==> src/rtl/core/flow_stats_jitter_tracker_defines.svh <==
// Assertion macros for the flow statistics block.
// Both macros use the clock and reset of the module that includes this file.
`ifndef FLOW_STATS_JITTER_TRACKER_DEFINES_SVH
`define FLOW_STATS_JITTER_TRACKER_DEFINES_SVH
`ifndef SYNTHESIS
`define FJT_ASSERT(lbl, prop, msg) \
  lbl: assert property (@(posedge clk_i) disable iff (!rst_ni) (prop)) \
    else $error(msg);
`define FJT_ASSERT_NEXT(lbl, ante, cons, msg) \
  lbl: assert property (@(posedge clk_i) disable iff (!rst_ni) (ante) |=> (cons)) \
    else $error(msg);
`else
`define FJT_ASSERT(lbl, prop, msg)
`define FJT_ASSERT_NEXT(lbl, ante, cons, msg)
`endif
`endif

==> src/rtl/core/fjt_pkg.sv <==
package fjt_pkg;

  localparam int unsigned DropReasons = 4;

  localparam int unsigned CmdW  = 2;
  localparam int unsigned TimeW = 48;
  localparam int unsigned LenW  = 16;
  localparam int unsigned RsnW  = 2;
  localparam int unsigned PktW  = 48;
  localparam int unsigned ByteW = 56;
  localparam int unsigned JitW  = TimeW + 1;
  localparam int unsigned JitShift = 4;

  // Reasons above what the reason field can carry never reach the store.
  localparam int unsigned DropDepth = (DropReasons < (1 << RsnW)) ? DropReasons : (1 << RsnW);
  localparam int unsigned DropAw    = (DropDepth > 1) ? $clog2(DropDepth) : 1;

  typedef enum logic [CmdW-1:0] {
    CMD_TX   = 2'd0,
    CMD_RX   = 2'd1,
    CMD_DROP = 2'd2,
    CMD_RST  = 2'd3
  } cmd_e;

  typedef struct packed {
    logic [CmdW-1:0]  cmd;
    logic [TimeW-1:0] now;
    logic [LenW-1:0]  byte_count;
    logic [TimeW-1:0] send_stamp;
    logic [RsnW-1:0]  drop_reason;
  } fjt_in_t;

  typedef struct packed {
    logic [PktW-1:0]         tx_packet_count;
    logic [ByteW-1:0]        tx_byte_count;
    logic [PktW-1:0]         rx_packet_count;
    logic [ByteW-1:0]        rx_byte_count;
    logic [TimeW-1:0]        jitter_estimate;
    logic signed [ByteW-1:0] delay_total;
    logic [PktW-1:0]         lost_packet_count;
    logic signed [TimeW-1:0] active_duration;
    logic [PktW-1:0]         reason_drop_packets;
    logic [ByteW-1:0]        reason_drop_bytes;
    logic [PktW-1:0]         all_drop_packets;
    logic [ByteW-1:0]        all_drop_bytes;
  } fjt_out_t;

  typedef struct packed {
    logic [PktW-1:0]  pkts;
    logic [ByteW-1:0] bytes;
  } drop_ent_t;

  // State after one event, as handed to the result stage.
  typedef struct packed {
    logic [PktW-1:0]         tx_pk;
    logic [ByteW-1:0]        tx_by;
    logic [PktW-1:0]         rx_pk;
    logic [ByteW-1:0]        rx_by;
    logic [JitW-1:0]         jit;
    logic signed [ByteW-1:0] dly;
    logic [TimeW-1:0]        first_tx;
    logic [TimeW-1:0]        last_rx;
    drop_ent_t               rsn;
    drop_ent_t               tot;
  } fjt_snap_t;

  function automatic logic [PktW-1:0] sat_inc(logic [PktW-1:0] a);
    return (&a) ? a : a + 1'b1;
  endfunction

  function automatic logic [ByteW-1:0] sat_add_len(logic [ByteW-1:0] a, logic [LenW-1:0] b);
    logic [ByteW:0] s;
    s = {1'b0, a} + {{(ByteW + 1 - LenW){1'b0}}, b};
    return s[ByteW] ? {ByteW{1'b1}} : s[ByteW-1:0];
  endfunction

  function automatic logic reason_ok(logic [RsnW-1:0] r);
    return 32'(r) < DropReasons;
  endfunction

endpackage

==> src/rtl/core/flow_stats_jitter_tracker.sv <==
// Channel | direction | payload   | handshake
// in      | input     | fjt_in_t  | in_valid_i / in_stall_o
// out     | output    | fjt_out_t | out_valid_o / out_stall_i
//
// Events are taken one per cycle unless in_stall_o is high, and pass stages 1-3 to out_q.
// The counter and jitter update sits in one stage, which sets the one-cycle rate.
// The per-reason drop counters live in a small memory read one stage ahead, with a
// bypass from the write of the preceding event; valid bits stand in for a clearing pass.
// rst_ni clears all counters at once. Up to four events are held while out_stall_i is high.
`include "flow_stats_jitter_tracker_defines.svh"

module flow_stats_jitter_tracker import fjt_pkg::*; (
  input  logic     clk_i,
  input  logic     rst_ni,
  input  logic     in_valid_i,
  output logic     in_stall_o,
  input  fjt_in_t  in_data_i,
  output logic     out_valid_o,
  input  logic     out_stall_i,
  output fjt_out_t out_data_o
);

  localparam int unsigned TrW = TimeW + 1;
  localparam int unsigned DW  = TimeW + 2;

  // Pipeline control.
  logic s1_valid_q, s2_valid_q, s3_valid_q, out_valid_q;
  logic out_free, s3_free, s2_free, s1_free;
  logic s3_move, s2_move, s1_move, in_acc;

  assign out_free = !out_valid_q || !out_stall_i;
  assign s3_move  = s3_valid_q && out_free;
  assign s3_free  = !s3_valid_q || out_free;
  assign s2_move  = s2_valid_q && s3_free;
  assign s2_free  = !s2_valid_q || s3_free;
  assign s1_move  = s1_valid_q && s2_free;
  assign s1_free  = !s1_valid_q || s2_free;
  assign in_acc   = in_valid_i && s1_free;

  assign in_stall_o  = !s1_free;
  assign out_valid_o = out_valid_q;

  // Transit time of the arriving packet and of the last receive accepted.
  logic signed [TrW-1:0] in_tr;
  logic signed [TrW-1:0] prev_tr_q;
  logic                  rx_seen_q;

  assign in_tr = $signed({1'b0, in_data_i.now}) - $signed({1'b0, in_data_i.send_stamp});

  // Stage 1: change in transit time.
  fjt_in_t               s1_q;
  logic signed [TrW-1:0] s1_tr_q, s1_prev_q;
  logic                  s1_first_q;
  logic signed [DW-1:0]  s1_d;
  logic [DW-1:0]         s1_abs;
  logic [TrW-1:0]        s1_mag;
  logic [DropAw-1:0]     s1_idx;

  assign s1_d   = DW'(s1_tr_q) - DW'(s1_prev_q);
  assign s1_abs = s1_d[DW-1] ? -s1_d : s1_d;
  assign s1_mag = s1_first_q ? '0 : s1_abs[TrW-1:0];
  assign s1_idx = s1_q.drop_reason[DropAw-1:0];

  // Stage 2: state update.
  fjt_in_t               s2_q;
  logic signed [TrW-1:0] s2_tr_q;
  logic [TrW-1:0]        s2_mag_q;
  drop_ent_t             drop_mem [DropDepth];
  logic [DropDepth-1:0]  vld_q;
  drop_ent_t             rd_q, byp_q;
  logic                  rd_vld_q, byp_sel_q;

  logic [PktW-1:0]         tx_pk_q, tx_pk_d, rx_pk_q, rx_pk_d;
  logic [ByteW-1:0]        tx_by_q, tx_by_d, rx_by_q, rx_by_d;
  logic [JitW-1:0]         jit_q, jit_d;
  logic signed [ByteW-1:0] dly_q, dly_d;
  logic [TimeW-1:0]        first_tx_q, first_tx_d, last_rx_q, last_rx_d;
  drop_ent_t               tot_q, tot_d;

  logic [DropAw-1:0]       s2_idx;
  logic                    s2_rok, s2_wr, s2_rst;
  drop_ent_t               s2_cur, s2_new, s2_rsn;
  logic signed [JitW:0]    jdiff, jstep, jsum;
  logic signed [ByteW:0]   dsum;
  fjt_snap_t               snap_d;

  assign s2_idx = s2_q.drop_reason[DropAw-1:0];
  assign s2_rok = reason_ok(s2_q.drop_reason);
  assign s2_rst = (s2_q.cmd == CMD_RST);
  assign s2_wr  = (s2_q.cmd == CMD_DROP) && s2_rok;
  assign s2_cur = byp_sel_q ? byp_q : (rd_vld_q ? rd_q : '0);

  always_comb begin
    s2_new.pkts  = sat_inc(s2_cur.pkts);
    s2_new.bytes = sat_add_len(s2_cur.bytes, s2_q.byte_count);
    s2_rsn       = s2_wr ? s2_new : s2_cur;
    if (!s2_rok || s2_rst) begin
      s2_rsn = '0;
    end
  end

  // The jitter moves by a sixteenth of the gap, rounded towards minus infinity.
  assign jdiff = $signed({1'b0, s2_mag_q}) - $signed({1'b0, jit_q});
  assign jstep = jdiff >>> JitShift;
  assign jsum  = $signed({1'b0, jit_q}) + jstep;
  assign dsum  = $signed({dly_q[ByteW-1], dly_q})
               + $signed({{(ByteW + 1 - TrW){s2_tr_q[TrW-1]}}, s2_tr_q});

  always_comb begin
    tx_pk_d    = tx_pk_q;
    tx_by_d    = tx_by_q;
    rx_pk_d    = rx_pk_q;
    rx_by_d    = rx_by_q;
    jit_d      = jit_q;
    dly_d      = dly_q;
    first_tx_d = first_tx_q;
    last_rx_d  = last_rx_q;
    tot_d      = tot_q;
    case (s2_q.cmd)
      CMD_TX: begin
        if (tx_pk_q == '0) begin
          first_tx_d = s2_q.now;
        end
        tx_pk_d = sat_inc(tx_pk_q);
        tx_by_d = sat_add_len(tx_by_q, s2_q.byte_count);
      end
      CMD_RX: begin
        rx_pk_d   = sat_inc(rx_pk_q);
        rx_by_d   = sat_add_len(rx_by_q, s2_q.byte_count);
        jit_d     = jsum[JitW-1:0];
        last_rx_d = s2_q.now;
        if (dsum[ByteW] != dsum[ByteW-1]) begin
          dly_d = dsum[ByteW] ? {1'b1, {(ByteW - 1){1'b0}}} : {1'b0, {(ByteW - 1){1'b1}}};
        end else begin
          dly_d = dsum[ByteW-1:0];
        end
      end
      CMD_DROP: begin
        tot_d.pkts  = sat_inc(tot_q.pkts);
        tot_d.bytes = sat_add_len(tot_q.bytes, s2_q.byte_count);
      end
      CMD_RST: begin
        tx_pk_d    = '0;
        tx_by_d    = '0;
        rx_pk_d    = '0;
        rx_by_d    = '0;
        jit_d      = '0;
        dly_d      = '0;
        first_tx_d = '1;
        last_rx_d  = '0;
        tot_d      = '0;
      end
      default: begin
        tx_pk_d = tx_pk_q;
      end
    endcase
  end

  always_comb begin
    snap_d.tx_pk    = tx_pk_d;
    snap_d.tx_by    = tx_by_d;
    snap_d.rx_pk    = rx_pk_d;
    snap_d.rx_by    = rx_by_d;
    snap_d.jit      = jit_d;
    snap_d.dly      = dly_d;
    snap_d.first_tx = first_tx_d;
    snap_d.last_rx  = last_rx_d;
    snap_d.rsn      = s2_rsn;
    snap_d.tot      = tot_d;
  end

  // Stage 3: derived result fields.
  fjt_snap_t      s3_q;
  fjt_out_t       res_d, out_q;
  logic [TimeW:0] adiff;

  assign adiff = {1'b0, s3_q.last_rx} - {1'b0, s3_q.first_tx};

  always_comb begin
    res_d.tx_packet_count = s3_q.tx_pk;
    res_d.tx_byte_count   = s3_q.tx_by;
    res_d.rx_packet_count = s3_q.rx_pk;
    res_d.rx_byte_count   = s3_q.rx_by;
    res_d.jitter_estimate = s3_q.jit[JitW-1] ? {TimeW{1'b1}} : s3_q.jit[TimeW-1:0];
    res_d.delay_total     = s3_q.dly;
    if ((s3_q.tx_pk != '0) && (s3_q.tx_pk >= s3_q.rx_pk)) begin
      res_d.lost_packet_count = s3_q.tx_pk - s3_q.rx_pk;
    end else begin
      res_d.lost_packet_count = '0;
    end
    if (s3_q.rx_pk == '0) begin
      res_d.active_duration = '0;
    end else if (adiff[TimeW] != adiff[TimeW-1]) begin
      res_d.active_duration = adiff[TimeW] ? {1'b1, {(TimeW - 1){1'b0}}}
                                           : {1'b0, {(TimeW - 1){1'b1}}};
    end else begin
      res_d.active_duration = adiff[TimeW-1:0];
    end
    res_d.reason_drop_packets = s3_q.rsn.pkts;
    res_d.reason_drop_bytes   = s3_q.rsn.bytes;
    res_d.all_drop_packets    = s3_q.tot.pkts;
    res_d.all_drop_bytes      = s3_q.tot.bytes;
  end

  assign out_data_o = out_q;

  // Control and counter state.
  always_ff @(posedge clk_i or negedge rst_ni) begin
    if (!rst_ni) begin
      s1_valid_q  <= 1'b0;
      s2_valid_q  <= 1'b0;
      s3_valid_q  <= 1'b0;
      out_valid_q <= 1'b0;
      rx_seen_q   <= 1'b0;
      vld_q       <= '0;
      rd_vld_q    <= 1'b0;
      byp_sel_q   <= 1'b0;
      tx_pk_q     <= '0;
      tx_by_q     <= '0;
      rx_pk_q     <= '0;
      rx_by_q     <= '0;
      jit_q       <= '0;
      dly_q       <= '0;
      first_tx_q  <= '1;
      last_rx_q   <= '0;
      tot_q       <= '0;
    end else begin
      s1_valid_q  <= in_acc ? 1'b1 : (s1_move ? 1'b0 : s1_valid_q);
      s2_valid_q  <= s1_move ? 1'b1 : (s2_move ? 1'b0 : s2_valid_q);
      s3_valid_q  <= s2_move ? 1'b1 : (s3_move ? 1'b0 : s3_valid_q);
      out_valid_q <= s3_move ? 1'b1 : (out_free ? 1'b0 : out_valid_q);
      if (in_acc) begin
        if (in_data_i.cmd == CMD_RX) begin
          rx_seen_q <= 1'b1;
        end else if (in_data_i.cmd == CMD_RST) begin
          rx_seen_q <= 1'b0;
        end
      end
      if (s1_move) begin
        rd_vld_q  <= vld_q[s1_idx];
        // The entry read now may be the one the departing event writes at this edge.
        byp_sel_q <= s2_move && (s2_rst || (s2_wr && (s2_idx == s1_idx)));
      end
      if (s2_move) begin
        if (s2_rst) begin
          vld_q <= '0;
        end else if (s2_wr) begin
          vld_q[s2_idx] <= 1'b1;
        end
        tx_pk_q    <= tx_pk_d;
        tx_by_q    <= tx_by_d;
        rx_pk_q    <= rx_pk_d;
        rx_by_q    <= rx_by_d;
        jit_q      <= jit_d;
        dly_q      <= dly_d;
        first_tx_q <= first_tx_d;
        last_rx_q  <= last_rx_d;
        tot_q      <= tot_d;
      end
    end
  end

  // Payload registers and the drop store.
  always_ff @(posedge clk_i) begin
    if (in_acc) begin
      s1_q       <= in_data_i;
      s1_tr_q    <= in_tr;
      s1_prev_q  <= prev_tr_q;
      s1_first_q <= !rx_seen_q;
      if (in_data_i.cmd == CMD_RX) begin
        prev_tr_q <= in_tr;
      end
    end
    if (s1_move) begin
      s2_q     <= s1_q;
      s2_tr_q  <= s1_tr_q;
      s2_mag_q <= s1_mag;
      rd_q     <= drop_mem[s1_idx];
      byp_q    <= s2_rst ? '0 : s2_new;
    end
    if (s2_move && s2_wr) begin
      drop_mem[s2_idx] <= s2_new;
    end
    if (s2_move) begin
      s3_q <= snap_d;
    end
    if (s3_move) begin
      out_q <= res_d;
    end
  end

  `FJT_ASSERT_NEXT(a_accept_lands, in_acc, s1_valid_q, "accepted transaction missing from stage 1")
  `FJT_ASSERT_NEXT(a_rst_clears_store, s2_move && s2_rst, vld_q == '0, "drop store not cleared")
  `FJT_ASSERT_NEXT(a_write_marks_valid, s2_move && s2_wr, vld_q[$past(s2_idx)], "drop entry not marked")
  `FJT_ASSERT(a_rx_seen_tracks, (!s1_valid_q && !s2_valid_q) |-> (rx_seen_q == (rx_pk_q != '0)), "first-receive tracking out of step")

endmodule
==> config.mk <==
export PLATFORM = sky130hd
export DESIGN_NAME = flow_stats_jitter_tracker
export DESIGN_NICKNAME = d
export VERILOG_FILES = /design/src/rtl/core/fjt_pkg.sv /design/src/rtl/core/flow_stats_jitter_tracker.sv
export VERILOG_INCLUDE_DIRS = /design/src /design/src/rtl/core
export SDC_FILE = /design/constraint.sdc
export NUM_CORES = 2
export LEC_CHECK = 0
export BUFFER_PORTS_ARGS = -buffer_cell sky130_fd_sc_hd__buf_2
export CAP_MARGIN = 20
export CORE_MARGIN = 3
export CORE_UTILIZATION = 40
export CTS_CLUSTER_SIZE = 8
export DETAILED_ROUTE_END_ITERATION = 6
export PLACE_DENSITY = 0.61
export RECOVER_POWER = 25
export SLEW_MARGIN = 40
export SYNTH_ARGS = -nofsm -noshare
export SYNTH_HDL_FRONTEND = slang
export SYNTH_SLANG_ARGS = --single-unit
export TNS_END_PERCENT = 50
==> constraint.sdc <==
create_clock -name clk_i -period 44.3 [get_ports clk_i]
set_clock_uncertainty 0.1 [all_clocks]
set_input_delay 4.43 -clock clk_i [delete_from_list [all_inputs] [get_ports clk_i]]
set_output_delay 4.43 -clock clk_i [all_outputs]
set_load 0.03 [all_outputs]
; ---- Word level (Yosys, flattened, before mapping)
; Memory sizes are Yosys's and may differ from the RTL's. A register that Yosys moved wholly into a read port is not among the register bits.
; Index checks and enable logic that the tools add are counted.
[op_classes]
addsub = 16
magnitude_cmp = 4
eq_ne = 8
mux = 44
n_bitwise = 1
n_reduce_logical = 38
[op_table]
columns = op, count
row1 = case mux 48 bit (2 select lines), 4
row2 = 2-to-1 mux 48 bit, 7
row3 = 2-to-1 mux 56 bit, 6
row4 = case mux 56 bit (2 select lines), 3
row5 = 2-to-1 mux 104 bit, 3
row6 = adder 56 x 16 -> 57 bit, 4
row7 = case mux 104 bit (2 select lines), 1
row8 = "adder 48 x 1 -> 48 bit, second input constant", 4
row9 = AND reduction 48 bit, 4
row10 = subtractor 49 x 49 -> 50 bit, 2
row11 = case mux 49 bit (2 select lines), 1
row12 = subtractor 48 x 48 -> 49 bit, 2
row13 = zero test 48 bit, 2
row14 = adder 56 x 49 -> 57 bit, 1
row15 = adder 49 x 46 -> 49 bit, 1
row16 = 2-to-1 mux 49 bit, 1
row17 = negator 49 bit, 1
row18 = >= comparator 48 bit, 1
row19 = nonzero test 48 bit, 1
row20 = subtractor 48 bit, 1
row21 = 2-to-1 mux 1 bit, 14
row22 = nonzero test 2 bit, 6
row23 = logical AND 1 bit, 9
row24 = 2-to-1 mux 4 bit, 2
row25 = other kinds (13), 30
[totals]
register_bits = 2243
ramBits = 416
input_bits = 120
output_inout_bits = 618
word_cells = 170
n_memories = 1
[mem_list]
columns = name, words, width, rd, rd_clocked_by_memory_dff, wr, line_no
row1 = drop_mem, 4, 104, 1, 1, 1, flow_stats_jitter_tracker.sv:68  ; drop_ent_t drop_mem [DropDepth];

; ---- Logic depth before layout (Yosys ltp)
[depth]
ltp_word = 7
depth_mapped = 27
mapped_depth_nobuf = 25

; ---- Worst setup path after synthesis
; No wires, ideal clock.
[synth_timing]
kind = input port to flip-flop
start = input out_stall_i
end = register out_q, in the netlist out_data_o[0] (enable)
setup_ns = 2.547
arrival_time_ns = 48.513
t_required_ns = 41.653
slack_ns = -6.860
cell_stages = 1
n_path_buf = 0
path_cell_list = a21boi_0
[synth_between]
elab_chain_cells = 3
[synth_rtl]
columns = element, line_no
row1 = "start, declared", flow_stats_jitter_tracker.sv:19  ; input logic out_stall_i,
row2 = zero test 1 bit, flow_stats_jitter_tracker.sv:31  ; assign out_free = !out_valid_q || !out_stall_i;
row3 = logical OR 1 bit, flow_stats_jitter_tracker.sv:31
row4 = logical AND 1 bit, flow_stats_jitter_tracker.sv:32  ; assign s3_move = s3_valid_q && out_free;
row5 = "end signal, assigned", flow_stats_jitter_tracker.sv:288  ; out_q <= res_d;
row6 = "end, declared", flow_stats_jitter_tracker.sv:174  ; fjt_out_t res_d, out_q;
; Every way passes these cells.
; A chain may end at the register's enable or synchronous reset.

; ---- Final worst setup path
[layout_timing]
start = input out_stall_i
end = output in_stall_o
[layout_between]
elab_chain_cells = 6
[layout_rtl]
columns = element, line_no
row1 = zero test 1 bit, flow_stats_jitter_tracker.sv:31
row2 = logical OR 1 bit, flow_stats_jitter_tracker.sv:31
row3 = logical OR 1 bit, flow_stats_jitter_tracker.sv:33  ; assign s3_free = !s3_valid_q || out_free;
row4 = logical OR 1 bit, flow_stats_jitter_tracker.sv:35  ; assign s2_free = !s2_valid_q || s3_free;
row5 = logical OR 1 bit, flow_stats_jitter_tracker.sv:37  ; assign s1_free = !s1_valid_q || s2_free;
row6 = zero test 1 bit, flow_stats_jitter_tracker.sv:40  ; assign in_stall_o = !s1_free;
row7 = "end, declared", flow_stats_jitter_tracker.sv:16  ; output logic in_stall_o,
; Every way passes these cells.

==> flow_metrics.env <==
export IMPL_place_gp_congestion=0.9413
export IMPL_seq_area_frac_synth_pct=60.12
export IMPL_synth_edf_count=2239
export IMPL_cp_buffers_inverters=3
export IMPL_p_sw_share_pct=35.58
export IMPL_required_ps=39770
export IMPL_syn_to_final_growth_pct=14.84
export IMPL_place_inst=16110
export IMPL_syn_mean_instance_area_um2=11.70
export IMPL_grt_pass1_vias=94020
export IMPL_stdcell_count=16810
export IMPL_post_dp_cell_area_um2=142400
export IMPL_cp_cell_sequence="clkbuf_1, nand4_1, or2_0, inv_1, buf_2"
export IMPL_route_detailed_drc=0
export IMPL_grt_use_total_pct=23.44
export IMPL_finalHoldViolCount=0
export IMPL_synth_fp_nets=11980
export IMPL_routed_via_density=5.750
export IMPL_synth_top_family_by_area="compound AO/OA/AOI/OAI gates"
export IMPL_synth_area_um2=133700
export IMPL_vdd_drop_max_mv=0.03870
export IMPL_grt_pass1_wl_um=611000
export IMPL_start_util_pct=40.33
export IMPL_drt_initial_drc_count=9717
export IMPL_synth_cell_type_count=121
export IMPL_clk_latency_ps=960
export IMPL_cts_sinks=2763
export IMPL_violations="capacitance limit, slew limit"
export IMPL_hp_class="reg2reg"
export IMPL_nNetsFinal=12700
export IMPL_cts_buffer_depth=4
export IMPL_yosys_top_cells_count="2239 x edfxtp_1, 1475 x nand2_1, 708 x nor2_1, 678 x o21ai_0, 671 x a21oi_1"
export IMPL_synth_simple_gate_area_share_pct=12.89
export IMPL_p_switching_uw=3381
export IMPL_yosysMostFrequentCell="edfxtp_1"
export IMPL_rows=211
export IMPL_cts_root_buf="clkbuf_16"
export IMPL_hold_ws_ps=267.0
export IMPL_die_height_um=584.2
export IMPL_ys_warn_count=0
export IMPL_postRouteAntennaNets=0
export IMPL_synthTopCellsByArea="edfxtp_1 50%, dfrtp_1 8.9%, nand2_1 4.1%, ha_1 3.9%, o21ai_0 2.5%"
export IMPL_final_util_pct=46.32
export IMPL_synth_mux_area_share_pct=2.578
export IMPL_async_flop_share_pct=18.96
export IMPL_synth_top_area_share_pct=50.27
export IMPL_min_from="prev_tr_q[1]$_DFFE_PP_"
export IMPL_power_frac_clock_pct=29.4
export IMPL_crit_path_start_kind="input pin"
export IMPL_setup_tns_final_ps=0
export IMPL_yosys_most_used_dff="edfxtp_1"
export IMPL_core_area_um2=331600
export IMPL_dieArea_um2=341300
export IMPL_cts_resized=0
export IMPL_crit_path_max_fanout=4
export IMPL_rsz0062_at_grt="no"
export IMPL_antenna_found_initial=30
export IMPL_status="finished with violations"
export IMPL_crit_type="in2out"
export IMPL_cpLargestDelayFamily="simple AND/OR/NAND/NOR gates"
export IMPL_clkSlewWorstSetupHoldPaths_ps=50
export IMPL_routedWlPerCell_um=24.55
export IMPL_io_pins=738
export IMPL_fin_crit_sh_pct=22.88
export IMPL_grt_start_max_net_pins=191
export IMPL_fin_crit_ps=10140
export IMPL_end_kind="output pin"
export IMPL_critPathLaunch="out_stall_i"
export IMPL_powerDensity_nw_per_um2=61.86
export IMPL_htreeDepth=5
export IMPL_cts_tree="yes"
export IMPL_p_comb_share_pct=31.6
export IMPL_drt_pass1_iterations=6
export IMPL_vias=96660
export IMPL_ys_ff_latch=2763
export IMPL_post_cts_setup_buffer_count=0
export IMPL_relSlewSlack_pct=-251.6
export IMPL_synth_compound_area_share_pct=14.13
export IMPL_synthAdderAreaFrac_pct=4.088
export IMPL_overflow=0
export IMPL_max_clock_freq_mhz=98.65
export IMPL_critPathSlowestCell="or2_0"
export IMPL_leakagePower_uw=0.05958
export IMPL_cts_inserted_buffers=389
export IMPL_synthCells=11430
export IMPL_portBuffers=737
export IMPL_finalInstanceArea_um2=153600
export IMPL_hold_buffers=0
export IMPL_synthXorXnorAreaFrac_pct=3.307
export IMPL_drive_above_1_share_pct=12.61
export IMPL_dp_hpwl_um=288600
export IMPL_die_w_um=584.2
export IMPL_yosysTopAreaCell="edfxtp_1"
export IMPL_arrival_ps=5610
export IMPL_wl_um=412800
export IMPL_r2r_start="s2_q[115]$_DFFE_PP_"
export IMPL_cap_viol_max_count=29
export IMPL_worstMarginPinSlew_ps=5273
export IMPL_setup_viol=0
export IMPL_max_stage_delay_ps=580
export IMPL_seqPwrFrac_pct=39.0
export IMPL_p_int_uw=6121
export IMPL_slew_violations=1333
==> flip-flops by register name (all words and copies together), names as in the netlist, 66 cells and up <==
register	flops
rd_q	104
s3_q	145
res_d	472
s2_q	66
drop_mem	416
byp_q	104
s1_q	66
out_data_o	616
tot_q	104
==> power by group through the flow <==
stage	Sequential [µW]	Combinational [µW]	Clock (µW)
floorplan	3980	1920	0
global placement	3740	2920	0
detailed placement	3750	2970	0
CTS	3710	2990	2860
global route	3740	3300	2970
finish	3710	3010	2790
==> layer usage <==
metal,track usage [%],routed length (µm),vias to the layer above
li1,-,-,44220
met1,32.88,179400,47910
met2,36.05,185200,3847
met3,3.879,29490,686
met4,9.873,18610,8
met5,0,54,-
==> cell families (layout without fill, tap and decap cells) <==
kind of cell | count (synthesis) | in the layout
simple gates | 3662 | 3662
compound gates | 2857 | 2857
flops | 2763 | 2763
buf+inv | 1005 | 2002
xor+xnor | 505 | 505
fa+ha+maj | 431 | 431
mux | 210 | 210
other cells | 0 | 14
==> per-stage QoR <==
step	power [µW]	worst slack, ps
6_report	9502	34160
5_1_grt	10020	33770
4_1_cts	9560	34310
3_5_place_dp	6722	34320
3_3_place_gp	6665	34330
2_1_floorplan	5904	10620
==> worst paths after layout <==
kind / slack [ps] / depth (start not counted) / to
worst max-delay path: 34160 / 5 / in_stall_o
worst min-delay path: 270 / 0 / s1_prev_q[1]$_DFFE_PP_
worst max register to register: 34780 / 8 / res_d[452]$_DFFE_PP_
worst min register to register: 270 / 0 / s1_prev_q[1]$_DFFE_PP_
max in group asynchronous: 34660 / 4 / tx_pk_q[45]$_DFFE_PN0P_
min in group asynchronous: 4410 / 1 / jit_q[21]$_DFFE_PN0P_
==> final cells by class <==
| class | count | area [µm²] |
|---|---|---|
| fill | 29790 | 178000 |
| inverter | 444 | 1688 |
| timing repair buffer | 882 | 4882 |
| tap | 4366 | 5463 |
| clock inverter | 31 | 558.0 |
| antenna | 14 | 35.03 |
| clock buffer | 645 | 10820 |
| sequential | 2763 | 80410 |
| multi-input combinational | 7665 | 49730 |
==> cells in the final DEF, fill, tap and decap left out, types with 51 or more instances in the layout <==
| master | netlist | final |
|---|---|---|
| o21bai_1 | 76 | 76 |
| clkbuf_1 | 459 | 353 |
| a21oi_1 | 671 | 667 |
| clkbuf_16 | 0 | 392 |
| and2_1 | 123 | 105 |
| o21a_1 | 91 | 91 |
| buf_4 | 5 | 70 |
| ha_1 | 421 | 421 |
| nor2_1 | 708 | 699 |
| a211oi_1 | 105 | 103 |
| o21ai_0 | 678 | 679 |
| mux4_2 | 105 | 105 |
| and3_1 | 136 | 135 |
| a22oi_1 | 51 | 51 |
| edfxtp_1 | 2239 | 2239 |
| a22o_1 | 226 | 226 |
| nor3_1 | 199 | 197 |
| inv_1 | 440 | 438 |
| o31ai_1 | 108 | 107 |
| a31oi_1 | 101 | 101 |
| mux2i_1 | 79 | 79 |
| nand4_1 | 168 | 168 |
| xor2_1 | 222 | 220 |
| a21o_1 | 275 | 275 |
| a221o_1 | 62 | 62 |
| nand2b_1 | 62 | 61 |
| nor4_1 | 109 | 102 |
| nor2b_1 | 57 | 56 |
| or2_2 | 80 | 77 |
| buf_2 | 22 | 670 |
| nand3_1 | 306 | 306 |
| xnor2_1 | 283 | 282 |
| or3_1 | 62 | 59 |
| nand2_1 | 1475 | 1473 |
| dfrtp_1 | 476 | 475 |
Power figures use the tool's default switching activity.
